===== src/rtl/arest_pkg.sv =====
// ============================================================================
// arest_pkg : shared types and constants for the angle rate estimator
// Sequencer states, datapath widths and fixed-point constants.
// ============================================================================
`default_nettype none

package arest_pkg;

   // Field widths fixed by the beat format
   localparam int unsigned ANGLE_WIDTH    = 17;
   localparam int unsigned YAW_WIDTH      = 20;
   localparam int unsigned RATE_WIDTH     = 32;
   localparam int unsigned ALPHA_WIDTH    = 17;
   localparam int unsigned STAMP_WIDTH    = 32;

   // |angle difference| * 1000 stays below 2^27
   localparam int unsigned DIVIDEND_WIDTH = 27;
   localparam int unsigned RAW_WIDTH      = DIVIDEND_WIDTH + 1;

   // Filter arithmetic widths
   localparam int unsigned DELTA_WIDTH    = 36;
   localparam int unsigned PROD_WIDTH     = DELTA_WIDTH + ALPHA_WIDTH + 1;
   localparam int unsigned STEP_WIDTH     = PROD_WIDTH - 16;
   localparam int unsigned SUM_WIDTH      = STEP_WIDTH + 1;

   localparam logic [ALPHA_WIDTH-1:0]    ALPHA_ONE  = 17'd65536;
   localparam logic [DIVIDEND_WIDTH-1:0] MS_PER_S   = 27'd1000;
   localparam logic [PROD_WIDTH-1:0]     ROUND_HALF = PROD_WIDTH'(32768);

   // Sequencer states
   typedef enum logic [2:0] {
      ST_IDLE,
      ST_SETUP,
      ST_DIVIDE,
      ST_MULT,
      ST_ACCUM,
      ST_EMIT
   } seq_state_type;

endpackage

`default_nettype wire


===== src/rtl/arest_div.sv =====
// ============================================================================
// arest_div : iterative unsigned divider
// Restoring division, one quotient bit per cycle, MSB first.
// ============================================================================
`default_nettype none

module arest_div #(
   parameter int unsigned TIME_WIDTH = 32
) (
   input  wire logic                                    clock,
   input  wire logic                                    reset,
   input  wire logic                                    div_start,
   input  wire logic [arest_pkg::DIVIDEND_WIDTH-1:0]    div_dividend,
   input  wire logic [TIME_WIDTH-1:0]                   div_divisor,
   output logic      [arest_pkg::DIVIDEND_WIDTH-1:0]    div_quotient,
   output logic                                         div_done
);

   localparam int unsigned DW    = arest_pkg::DIVIDEND_WIDTH;
   localparam int unsigned CNT_W = $clog2(DW);

   logic             busy_ff;
   logic             done_ff;
   logic [CNT_W-1:0] count_ff;
   logic [TIME_WIDTH-1:0] rem_ff;
   logic [TIME_WIDTH-1:0] divisor_ff;
   logic [DW-1:0]    quo_ff;

   logic [TIME_WIDTH:0]   trial;
   logic [TIME_WIDTH:0]   diff;
   logic                  qbit;
   logic [TIME_WIDTH-1:0] rem_in;

   // one restoring step: shift in next dividend bit, try subtract
   always_comb begin
      trial  = {rem_ff, quo_ff[DW-1]};
      diff   = trial - {1'b0, divisor_ff};
      qbit   = ~diff[TIME_WIDTH];
      rem_in = qbit ? diff[TIME_WIDTH-1:0] : trial[TIME_WIDTH-1:0];
   end

   // control
   always_ff @(posedge clock) begin
      if (reset) begin
         busy_ff  <= 1'b0;
         done_ff  <= 1'b0;
         count_ff <= '0;
      end else begin
         done_ff <= 1'b0;
         if (div_start) begin
            busy_ff  <= 1'b1;
            count_ff <= CNT_W'(DW - 1);
         end else if (busy_ff) begin
            count_ff <= count_ff - 1'b1;
            if (count_ff == '0) begin
               busy_ff <= 1'b0;
               done_ff <= 1'b1;
            end
         end
      end
   end

   // datapath: quo_ff shifts remaining dividend bits out at the top, quotient bits in at the bottom
   always_ff @(posedge clock) begin
      if (div_start) begin
         rem_ff     <= '0;
         quo_ff     <= div_dividend;
         divisor_ff <= div_divisor;
      end else if (busy_ff) begin
         rem_ff <= rem_in;
         quo_ff <= {quo_ff[DW-2:0], qbit};
      end
   end

   assign div_quotient = quo_ff;
   assign div_done     = done_ff;

endmodule

`default_nettype wire


===== src/rtl/angle_rate_estimator_ema.sv =====
// ============================================================================
// angle_rate_estimator_ema : roll/pitch rate from angle differences, EMA
// Finite-difference rate estimate with a first-order smoothing filter.
// ============================================================================
// Each beat carries one attitude sample; angles, yaw rate and flags pass
// through, and the roll and pitch rates are (angle delta * 1000 / elapsed ms),
// smoothed by filt += alpha * (raw - filt) / 65536 and saturated to 32 bits.
// Items are processed one at a time and req_stall is high while one is in
// flight. An invalid sample goes through setup and emit, then back to idle.
// A valid sample runs both axes through one shared bit-serial divider and
// one shared multiplier; each axis takes the setup, divide, multiply and
// accumulate states in turn, and the result beat is loaded in the emit state
// after the pitch axis. When no division is needed (no previous valid
// sample, or the timestamp did not advance) the divide state is skipped. A
// stalled result beat holds the sequencer in its emit state for as long as
// the stall lasts.
// rate_alpha is written through csr_wr_en/csr_wr_data; the user must write
// it only while idle, which the block itself does not enforce. Values
// above 65536 are clamped to 65536.
`default_nettype none

module angle_rate_estimator_ema #(
   parameter int unsigned TIME_WIDTH = 32
) (
   input  wire logic                                    clock,
   input  wire logic                                    reset,

   input  wire logic                                    csr_wr_en,
   input  wire logic        [arest_pkg::ALPHA_WIDTH-1:0] csr_wr_data,

   input  wire logic                                    req_valid,
   output logic                                         req_stall,
   input  wire logic        [arest_pkg::STAMP_WIDTH-1:0] req_now_ms,
   input  wire logic signed [arest_pkg::ANGLE_WIDTH-1:0] req_roll_angle,
   input  wire logic signed [arest_pkg::ANGLE_WIDTH-1:0] req_pitch_angle,
   input  wire logic signed [arest_pkg::YAW_WIDTH-1:0]   req_yaw_rate_in,
   input  wire logic                                    req_sample_valid,
   input  wire logic                                    req_sample_fresh,

   output logic                                         rsp_valid,
   input  wire logic                                    rsp_stall,
   output logic signed      [arest_pkg::ANGLE_WIDTH-1:0] rsp_roll_out,
   output logic signed      [arest_pkg::ANGLE_WIDTH-1:0] rsp_pitch_out,
   output logic signed      [arest_pkg::YAW_WIDTH-1:0]   rsp_yaw_rate_out,
   output logic signed      [arest_pkg::RATE_WIDTH-1:0]  rsp_roll_rate,
   output logic signed      [arest_pkg::RATE_WIDTH-1:0]  rsp_pitch_rate,
   output logic                                         rsp_valid_out,
   output logic                                         rsp_fresh_out
);

   localparam int unsigned AW   = arest_pkg::ANGLE_WIDTH;
   localparam int unsigned YW   = arest_pkg::YAW_WIDTH;
   localparam int unsigned RW   = arest_pkg::RATE_WIDTH;
   localparam int unsigned DW   = arest_pkg::DIVIDEND_WIDTH;
   localparam int unsigned QW   = arest_pkg::RAW_WIDTH;
   localparam int unsigned TW   = arest_pkg::DELTA_WIDTH;
   localparam int unsigned PW   = arest_pkg::PROD_WIDTH;
   localparam int unsigned SW   = arest_pkg::STEP_WIDTH;
   localparam int unsigned UW   = arest_pkg::SUM_WIDTH;

   // ---------------------------------------------------------------------
   // registers
   // ---------------------------------------------------------------------
   arest_pkg::seq_state_type state_ff, state_in;

   logic [arest_pkg::ALPHA_WIDTH-1:0] alpha_ff;

   logic [TIME_WIDTH-1:0] last_time_ff;
   logic                  have_prev_ff;
   logic signed [AW-1:0]  prev_roll_ff;
   logic signed [AW-1:0]  prev_pitch_ff;
   logic signed [RW-1:0]  roll_filt_ff;
   logic signed [RW-1:0]  pitch_filt_ff;

   logic [TIME_WIDTH-1:0] now_ff;
   logic signed [AW-1:0]  cap_roll_ff;
   logic signed [AW-1:0]  cap_pitch_ff;
   logic signed [YW-1:0]  cap_yaw_ff;
   logic                  cap_valid_ff;
   logic                  cap_fresh_ff;
   logic                  use_div_ff;
   logic [TIME_WIDTH-1:0] elapsed_ff;

   logic                  lane_ff;
   logic                  neg_ff;
   logic signed [QW-1:0]  raw_ff;
   logic signed [PW-1:0]  prod_ff;

   logic                  rsp_valid_ff, rsp_valid_in;

   // ---------------------------------------------------------------------
   // combinational datapath
   // ---------------------------------------------------------------------
   logic [TIME_WIDTH-1:0] now_masked;
   logic                  req_take;
   logic                  out_free;
   logic                  emit_load;

   logic signed [AW-1:0]  cur_angle;
   logic signed [AW-1:0]  prev_angle;
   logic signed [AW:0]    angle_diff;
   logic        [AW:0]    angle_abs;
   logic        [DW-1:0]  dividend;
   logic signed [RW-1:0]  filt_cur;
   logic signed [TW-1:0]  delta;
   logic signed [PW-1:0]  rounded;
   logic signed [SW-1:0]  step;
   logic signed [UW-1:0]  sum;
   logic signed [RW-1:0]  filt_new;

   logic                  div_start;
   logic                  div_done;
   logic        [DW-1:0]  div_quotient;

   assign now_masked = req_now_ms[TIME_WIDTH-1:0];
   assign req_take   = req_valid && !req_stall;
   assign out_free   = !rsp_valid_ff || !rsp_stall;
   assign emit_load  = (state_ff == arest_pkg::ST_EMIT) && out_free;

   // angle difference magnitude times 1000 for the current axis
   always_comb begin
      cur_angle  = lane_ff ? cap_pitch_ff : cap_roll_ff;
      prev_angle = lane_ff ? prev_pitch_ff : prev_roll_ff;
      angle_diff = {cur_angle[AW-1], cur_angle} - {prev_angle[AW-1], prev_angle};
      angle_abs  = angle_diff[AW] ? (AW+1)'(-angle_diff) : angle_diff;
      dividend   = {{(DW-AW){1'b0}}, angle_abs[AW-1:0]} * arest_pkg::MS_PER_S;
   end

   // filter update: filt + floor((alpha * (raw - filt) + 2^15) / 2^16), saturated
   always_comb begin
      filt_cur = lane_ff ? pitch_filt_ff : roll_filt_ff;
      delta    = {{(TW-QW){raw_ff[QW-1]}}, raw_ff} - {{(TW-RW){filt_cur[RW-1]}}, filt_cur};
      rounded  = prod_ff + $signed(arest_pkg::ROUND_HALF);
      step     = rounded[PW-1:16];
      sum      = {{(UW-RW){filt_cur[RW-1]}}, filt_cur} + {step[SW-1], step};
      if (sum[UW-1:RW-1] == '0 || sum[UW-1:RW-1] == '1) begin
         filt_new = sum[RW-1:0];
      end else if (sum[UW-1]) begin
         filt_new = {1'b1, {(RW-1){1'b0}}};
      end else begin
         filt_new = {1'b0, {(RW-1){1'b1}}};
      end
   end

   // ---------------------------------------------------------------------
   // shared divider
   // ---------------------------------------------------------------------
   arest_div #(
      .TIME_WIDTH (TIME_WIDTH)
   ) u_div (
      .clock        (clock),
      .reset        (reset),
      .div_start    (div_start),
      .div_dividend (dividend),
      .div_divisor  (elapsed_ff),
      .div_quotient (div_quotient),
      .div_done     (div_done)
   );

   // ---------------------------------------------------------------------
   // sequencer: next state
   // ---------------------------------------------------------------------
   always_comb begin
      state_in = state_ff;
      unique case (state_ff)
         arest_pkg::ST_IDLE: begin
            if (req_take) state_in = arest_pkg::ST_SETUP;
         end
         arest_pkg::ST_SETUP: begin
            if (!cap_valid_ff)   state_in = arest_pkg::ST_EMIT;
            else if (use_div_ff) state_in = arest_pkg::ST_DIVIDE;
            else                 state_in = arest_pkg::ST_MULT;
         end
         arest_pkg::ST_DIVIDE: begin
            if (div_done) state_in = arest_pkg::ST_MULT;
         end
         arest_pkg::ST_MULT: begin
            state_in = arest_pkg::ST_ACCUM;
         end
         arest_pkg::ST_ACCUM: begin
            state_in = lane_ff ? arest_pkg::ST_EMIT : arest_pkg::ST_SETUP;
         end
         arest_pkg::ST_EMIT: begin
            if (out_free) state_in = arest_pkg::ST_IDLE;
         end
         default: state_in = arest_pkg::ST_IDLE;
      endcase
   end

   // sequencer: outputs
   always_comb begin
      req_stall = 1'b1;
      div_start = 1'b0;
      unique case (state_ff)
         arest_pkg::ST_IDLE:  req_stall = 1'b0;
         arest_pkg::ST_SETUP: div_start = cap_valid_ff && use_div_ff;
         default: begin
            req_stall = 1'b1;
         end
      endcase
   end

   assign rsp_valid_in = emit_load ? 1'b1 : (rsp_valid_ff && rsp_stall);

   // ---------------------------------------------------------------------
   // control registers
   // ---------------------------------------------------------------------
   always_ff @(posedge clock) begin
      if (reset) begin
         state_ff      <= arest_pkg::ST_IDLE;
         rsp_valid_ff  <= 1'b0;
         alpha_ff      <= arest_pkg::ALPHA_ONE;
         have_prev_ff  <= 1'b0;
         last_time_ff  <= '0;
         prev_roll_ff  <= '0;
         prev_pitch_ff <= '0;
         roll_filt_ff  <= '0;
         pitch_filt_ff <= '0;
         lane_ff       <= 1'b0;
      end else begin
         state_ff     <= state_in;
         rsp_valid_ff <= rsp_valid_in;

         // alpha register, clamped to one
         if (csr_wr_en) begin
            alpha_ff <= (csr_wr_data > arest_pkg::ALPHA_ONE) ?
                        arest_pkg::ALPHA_ONE : csr_wr_data;
         end

         if (req_take) lane_ff <= 1'b0;

         // per-axis filter update
         if (state_ff == arest_pkg::ST_ACCUM) begin
            if (lane_ff) pitch_filt_ff <= filt_new;
            else         roll_filt_ff  <= filt_new;
            lane_ff <= 1'b1;
         end

         // commit sample state when the result beat is loaded
         if (emit_load) begin
            last_time_ff <= now_ff;
            have_prev_ff <= cap_valid_ff;
            if (cap_valid_ff) begin
               prev_roll_ff  <= cap_roll_ff;
               prev_pitch_ff <= cap_pitch_ff;
            end else begin
               roll_filt_ff  <= '0;
               pitch_filt_ff <= '0;
            end
         end
      end
   end

   // ---------------------------------------------------------------------
   // payload registers
   // ---------------------------------------------------------------------
   always_ff @(posedge clock) begin
      // capture input beat
      if (req_take) begin
         now_ff       <= now_masked;
         cap_roll_ff  <= req_roll_angle;
         cap_pitch_ff <= req_pitch_angle;
         cap_yaw_ff   <= req_yaw_rate_in;
         cap_valid_ff <= req_sample_valid;
         cap_fresh_ff <= req_sample_fresh;
         use_div_ff   <= have_prev_ff && (now_masked > last_time_ff);
         elapsed_ff   <= now_masked - last_time_ff;
      end

      // raw rate: zero when no division, signed quotient otherwise
      if (state_ff == arest_pkg::ST_SETUP) begin
         neg_ff <= angle_diff[AW];
         raw_ff <= '0;
      end else if (state_ff == arest_pkg::ST_DIVIDE && div_done) begin
         raw_ff <= neg_ff ? QW'(-$signed({1'b0, div_quotient})) :
                            $signed({1'b0, div_quotient});
      end

      // shared multiplier
      if (state_ff == arest_pkg::ST_MULT) begin
         prod_ff <= PW'($signed({1'b0, alpha_ff}) * delta);
      end

      // result beat
      if (emit_load) begin
         rsp_roll_out     <= cap_roll_ff;
         rsp_pitch_out    <= cap_pitch_ff;
         rsp_yaw_rate_out <= cap_yaw_ff;
         rsp_roll_rate    <= cap_valid_ff ? roll_filt_ff : '0;
         rsp_pitch_rate   <= cap_valid_ff ? pitch_filt_ff : '0;
         rsp_valid_out    <= cap_valid_ff;
         rsp_fresh_out    <= cap_fresh_ff;
      end
   end

   assign rsp_valid = rsp_valid_ff;

endmodule

`default_nettype wire

===== config.mk =====
export PLATFORM = sky130hd
export DESIGN_NAME = angle_rate_estimator_ema
export DESIGN_NICKNAME = d
export VERILOG_FILES = /design/src/rtl/arest_pkg.sv /design/src/rtl/arest_div.sv /design/src/rtl/angle_rate_estimator_ema.sv
export SDC_FILE = /design/constraint.sdc
export NUM_CORES = 2
export LEC_CHECK = 0
export BUFFER_PORTS_ARGS = -buffer_cell sky130_fd_sc_hd__buf_2
export CAP_MARGIN = 0
export CORE_UTILIZATION = 30
export DETAILED_ROUTE_END_ITERATION = 10
export GPL_ROUTABILITY_DRIVEN = 0
export MAX_ROUTING_LAYER = met4
export PLACE_DENSITY = 0.44
export SLEW_MARGIN = 20
export SYNTH_ARGS = -nofsm -noshare
export SYNTH_HDL_FRONTEND = slang
export SYNTH_SLANG_ARGS = --single-unit

===== constraint.sdc =====
create_clock -name clock -period 29.4 [get_ports clock]
set_input_delay 1.47 -clock clock [delete_from_list [all_inputs] [get_ports clock]]
set_output_delay 1.47 -clock clock [all_outputs]
set_load 0.005 [all_outputs]

Yosys cells after proc, flatten, opt, wreduce, memory -nomap -nowiden
Index checks and enable logic that the tools add are counted.
- bits in registers: 575
- latch bits: 0
- bits in writable memories: 0
- ROM bits: 0
- word-level logic and storage cells: 116
- memories: 0
- add/subtract/negate cells: 9
- multiply operators: 2
- div/mod/pow operators: 0
- magnitude comparators: 2
- equal/unequal tests: 9
- shift operators: 0
- multiplexer cells: 37
- bitwise logic cells: 2
- reductions and logical operators: 19
- operators with widths (operator ; number):
    2-to-1 mux 32 bit ; 12
    2-to-1 mux 17 bit ; 4
    adder 54 x 17 -> 54 bit (second input constant) ; 1
    2-to-1 mux 27 bit ; 2
    multiplier 18 x 33 -> 51 bit ; 1
    adder 32 x 38 -> 39 bit ; 1
    subtractor 28 x 32 -> 33 bit ; 1
    subtractor 33 x 32 -> 33 bit ; 1
    greater-than comparator 32 bit ; 1
    subtractor 32 bit ; 1
    2-to-1 mux 28 bit ; 1
    negator 27 -> 28 bit ; 1
    multiplier 17 x 7 -> 24 bit (second input constant) ; 1
    one-hot mux 3 bit (6 select lines) ; 1
    subtractor 17 x 17 -> 18 bit ; 1
    greater-than comparator 17 bit (second input constant) ; 1
    negator 17 bit ; 1
    2-to-1 mux 3 bit ; 5
    2-to-1 mux 1 bit ; 10
    2-to-1 mux 5 bit ; 2
    equality test 8 bit (second input constant) ; 1
    logical NOT 8 bit ; 1
    equality test 3 x 2 -> 1 bit (second input constant) ; 2
    equality test 3 bit (second input constant) ; 2
    other kinds (15) ; 25

Depth between registers and ports, before layout
- depth in word-level cells: 9
- gate-level depth with buffers: 40
- mapped depth without buffers: 37

Hierarchy
A second synthesis with hierarchy kept.
- cell total of the unflattened synthesis: 5638
- area, all modules: 52819.4 um^2
- by module, submodules not included (module ; instances ; cells an instance ; area an instance (um^2)):
    angle_rate_estimator_ema ; 1 ; 5087 ; 47225.3
    arest_div ; 1 ; 551 ; 5594.1

Worst setup path before layout
Ideal clock, no wire load.
- path type: reg-to-reg
- start point: register lane_ff
- end point: register prod_ff[44] (data pin)
- data arrival time: 9354 ps
- setup slack: 19789 ps
- cell stages (with the launch flop): 38
- cell sequence: dfxtp_1 > clkbuf_1 > clkbuf_1 > mux2i_1 > ha_1 > nor2b_1 > o21ai_0 > a21boi_1 > o211ai_1 > a21oi_1 > o21a_1 > o21ai_0 > a21oi_1 > or2_2 > o311ai_1 > clkbuf_1 > nand2_1 > fa_1 > [2 not listed] > fa_1 > inv_1 > fa_1 > inv_1 > fa_1 > inv_1 > ha_1 > a21o_1 > a21oi_1 > nor2b_1 > nand4_1 > a21oi_1 > o21ai_0 > o21ai_0 > nor3_1 > or3_1 > a21oi_1 > xnor2_1
- longest elaborated chain between the ends: 3
- ends and longest elaborated chain (element ; RTL line ; RTL):
    start: declaration ; angle_rate_estimator_ema.sv:84 ; logic lane_ff;
    start signal: assignment ; angle_rate_estimator_ema.sv:219 ; lane_ff <= 1'b0;
    start signal: assignment ; angle_rate_estimator_ema.sv:230 ; if (req_take) lane_ff <= 1'b0;
    start signal: assignment ; angle_rate_estimator_ema.sv:236 ; lane_ff <= 1'b1;
    2-to-1 mux 32 bit ; angle_rate_estimator_ema.sv:131 ; filt_cur = lane_ff ? pitch_filt_ff : roll_filt_ff;
    subtractor 28 x 32 -> 33 bit ; angle_rate_estimator_ema.sv:132 ; delta = {{(TW-QW){raw_ff[QW-1]}}, raw_ff} - {{(TW-RW){filt_cur[RW-1]}}, filt_cur};
    multiplier 18 x 33 -> 51 bit ; angle_rate_estimator_ema.sv:281 ; prod_ff <= PW'($signed({1'b0, alpha_ff}) * delta);
    end signal: assignment ; angle_rate_estimator_ema.sv:281 ;
    end: declaration ; angle_rate_estimator_ema.sv:87 ; logic signed [PW-1:0] prod_ff;
No other way between the ends.
A chain may end at the register's enable or synchronous reset.

Final worst setup path
- start point: register lane_ff
- end point: register prod_ff[52] (data pin)
The elaborated chain is that of the path after synthesis.

==> metrics <==
number of nets in the synthesized netlist=6515; internal power contribution=0.00354 W; Die Span Y=417 um; Final Slew Violations=0; critical path startpoint category=register; Mapped Area=51700 sq um; Period minus WS final=10.94 ns; via count of the first global-routing pass=39100; worst stage delay on the critical path=0.78 ns; most frequent CP cell=sky130_fd_sc_hd__fa_1; number of gates resized after cts=0; post-layout net count=6640; critical path's slowest cell=sky130_fd_sc_hd__dfxtp_4; WS Path Type=register to register; number of buffers added to fix hold violations after cts=0; setup repair after global routing missed its margin=no; count of antenna-violating nets left after detailed routing=0; Layout Cells excl Fill=7960; half-perimeter wire length of the detailed placement result=108000 um; outcome=completed; first-pass GRT wire length=227000 um; number of buffers and inverters on the critical path=5; Skew-Pair Late Insertion Delay=0.67 ns; IO Pins=232; Clock Sinks=557; count of port buffers added during placement=231; max frequency=0.0914 GHz; top cell type's share of synthesized area=23.2%; vias after detailed routing=37500; starting density of the core=30.4%; clock root cell=sky130_fd_sc_hd__clkbuf_16; growth of design area from synthesis to finish=11.6%; die area=174000 sq um; Synth async-reset ratio=0%; maximum fanout count along the critical path=35; cell taking the most area after synthesis=sky130_fd_sc_hd__fa_1; maximum root-to-sink buffer count=3; Post-synth EDFFs=334; predominant post-synthesis flop cell=sky130_fd_sc_hd__edfxtp_1; post-CTS setup repair buffer count=0; CTS HTree Levels=3; slew at the pin closest to its max-slew limit=1.07 ns; synth warn=0; remaining global-route overflow=0; total power per unit cell area=119 nW/um^2; number of violations reported at the end of detailed-routing iteration 0=1985; Hold Worst Slack=0.416 ns; Clock Power Share=12.7%; number of endpoints failing setup at the final stage=0; most common cell after layout, fill and taps aside=sky130_fd_sc_hd__inv_1; maximum capacitance violations=0; hold crit path type=register to register; Seq pwr share=15.3%; detailed-routing iteration count for the pre-antenna-repair pass=5; required time at the worst-slack endpoint=29.77 ns; clock slew at the register clock pins of the worst setup and hold paths=0.06 ns; leak pwr=25.0 nW; kind of capture point of the worst setup path=register; number of cells produced by synthesis=5479; category of cells accounting for the largest share of critical-path delay=compound AO/OA/AOI/OAI gates; commonest cells after routing, fill and taps aside=853 x sky130_fd_sc_hd__inv_1, 625 x sky130_fd_sc_hd__nand2_1, 598 x sky130_fd_sc_hd__fa_1, 334 x sky130_fd_sc_hd__edfxtp_1, 328 x sky130_fd_sc_hd__ha_1; share of final-layout standard cells stronger than drive strength 1=8.68%; pin count of the biggest net entering global routing=88; share of the clock period used by the worst path after layout=37.2%; final design area excluding fillers=57700 sq um; combinational group share of total power=72.0%; number of standard-cell rows in the floorplan=151; Die X=417 um; number of antenna violations at the first check in global routing=4; placed cells=7827; routed wire length per instance=18.0 um; global-route usage over all layers=17.1%; CTS tree=done; area of placed instances=55400 sq um; post-layout total power=0.00685 W; Synth Register Bits=557; share of total power consumed by net switching=48.2%; largest cells by area after synthesis=sky130_fd_sc_hd__fa_1 23%, sky130_fd_sc_hd__edfxtp_1 19%, sky130_fd_sc_hd__dfxtp_1 8.6%; reported net switching power=0.00330 W; Worst Clk Skew=0.0417 ns; setup tns final=0 ns; CP Data Arrival Time=11.31 ns; total DRC errors in the routed layout=0; Vias/cell=4.71; core area=170000 sq um; number of failing hold endpoints at the final stage=0; Routed WL=143000 um; Mapped Avg Cell Area=9.43 sq um; maximum vdd drop=0.193 mV; Worst slew margin=28.7%; proportion of synthesized chip area in sequential cells=28.1%; Netlist cell types=92; TritonCTS Buffers=70
==> per-layer routing <==
metal | up-vias | GRT usage [%] | share of wire (%)
met4 | 0 | 4.46 | 2.5
met1 | 18600 | 21.1 | 44
met2 | 575 | 29.8 | 51
li1 | 18200 | - | -
met5 | - | - | 0
met3 | 184 | 1.86 | 3.0
==> power groups by stage <==
stage / clock, W / combinational [W] / sequential (W)
floorplan: 0 / 0.00368 / 0.00105
global placement: 0 / 0.00501 / 0.00106
detailed placement: 0 / 0.00503 / 0.00106
CTS: 0.000900 / 0.00506 / 0.00105
global route: 0.000930 / 0.00565 / 0.00105
finish: 0.000868 / 0.00493 / 0.00105
==> synthesized netlist by cell type (30+ instances only) <==
cell type / instances
sky130_fd_sc_hd__clkbuf_1: 208
sky130_fd_sc_hd__xnor2_1: 158
sky130_fd_sc_hd__a31oi_1: 31
sky130_fd_sc_hd__o21ai_0: 173
sky130_fd_sc_hd__a211oi_1: 89
sky130_fd_sc_hd__mux2i_1: 80
sky130_fd_sc_hd__nor2b_1: 73
sky130_fd_sc_hd__nor2_1: 283
sky130_fd_sc_hd__ha_1: 328
sky130_fd_sc_hd__xor2_1: 103
sky130_fd_sc_hd__nand2b_1: 38
sky130_fd_sc_hd__inv_1: 853
sky130_fd_sc_hd__nand3_1: 97
sky130_fd_sc_hd__dfxtp_1: 223
sky130_fd_sc_hd__and3_1: 46
sky130_fd_sc_hd__and2_1: 291
sky130_fd_sc_hd__edfxtp_1: 334
sky130_fd_sc_hd__nand4_1: 42
sky130_fd_sc_hd__o21a_1: 30
sky130_fd_sc_hd__a21oi_1: 274
sky130_fd_sc_hd__nor3_1: 69
sky130_fd_sc_hd__nand2_1: 625
sky130_fd_sc_hd__a21o_1: 73
sky130_fd_sc_hd__fa_1: 598
==> sequential cells by signal (all words and copies together) (netlist names), 3 cells and up <==
name / cells
raw_ff: 28
cap_roll_ff: 17
rsp_yaw_rate_out: 20
pitch_filt_ff: 32
elapsed_ff: 32
rsp_roll_rate: 32
u_div.rem_ff: 32
rsp_pitch_rate: 32
now_ff: 32
prev_roll_ff: 17
u_div.div_quotient: 27
alpha_ff: 17
roll_filt_ff: 32
u_div.divisor_ff: 32
rsp_roll_out: 17
cap_yaw_ff: 20
last_time_ff: 32
u_div.count_ff: 5
prev_pitch_ff: 17
prod_ff: 36
cap_pitch_ff: 17
state_ff: 3
rsp_pitch_out: 17
==> final timing paths <==
kind | cells after the start | start | slack [ns] | end
max | 36 | lane_ff | 18.46 | prod_ff[52]
min | 0 | cap_yaw_ff[3] | 0.42 | rsp_yaw_rate_out[3]
max reg2reg | 36 | lane_ff | 18.46 | prod_ff[52]
min reg2reg | 0 | cap_yaw_ff[3] | 0.42 | rsp_yaw_rate_out[3]
==> area by class of cell <==
cell class	count	area [sq um]
fill	17700	113000
timing repair buffer	303	1700
antenna	6	15.0
clock buffer	98	1940
sequential	557	14500
inverter	855	3210
clock inverter	29	362
tap	2295	2870
multi-input combinational	3817	33100
==> worst reg2reg max path, delay by kind of cell, from the launching register on <==
family,cells,cell delay [ns]
adders and majority gates,9,3.91
muxes,1,0.45
and+or+nand+nor,6,1.00
AOI/OAI and AO/OA,14,3.97
DFF,1,0.78
xor gates and xnor gates,1,0.09
buffers and inverters,5,0.44
==> kinds of logic (layout without fill, tap and decap cells) <==
group / Yosys count / in the layout / share of synthesized area [%]
and+or+nand+nor: 1645 / 1645 / 15.2
buffers and inverters: 1105 / 1285 / 8.14
adders and majority gates: 926 / 926 / 31.1
AOI/OAI and AO/OA: 880 / 880 / 10.9
DFF: 557 / 557 / 28.1
xor gates and xnor gates: 261 / 261 / 4.42
muxes: 105 / 105 / 2.09
other: 0 / 6 / 0
==> through the flow <==
stage                     setup slack [ns]  util (%)
after floorplan                      19.79         -
after global placement               18.57      32.5
after detailed placement             18.46      32.5
after CTS                            18.43      33.9
after global routing                 17.67      33.9
final                                18.46      33.9
(Power assumes the default switching activity.)
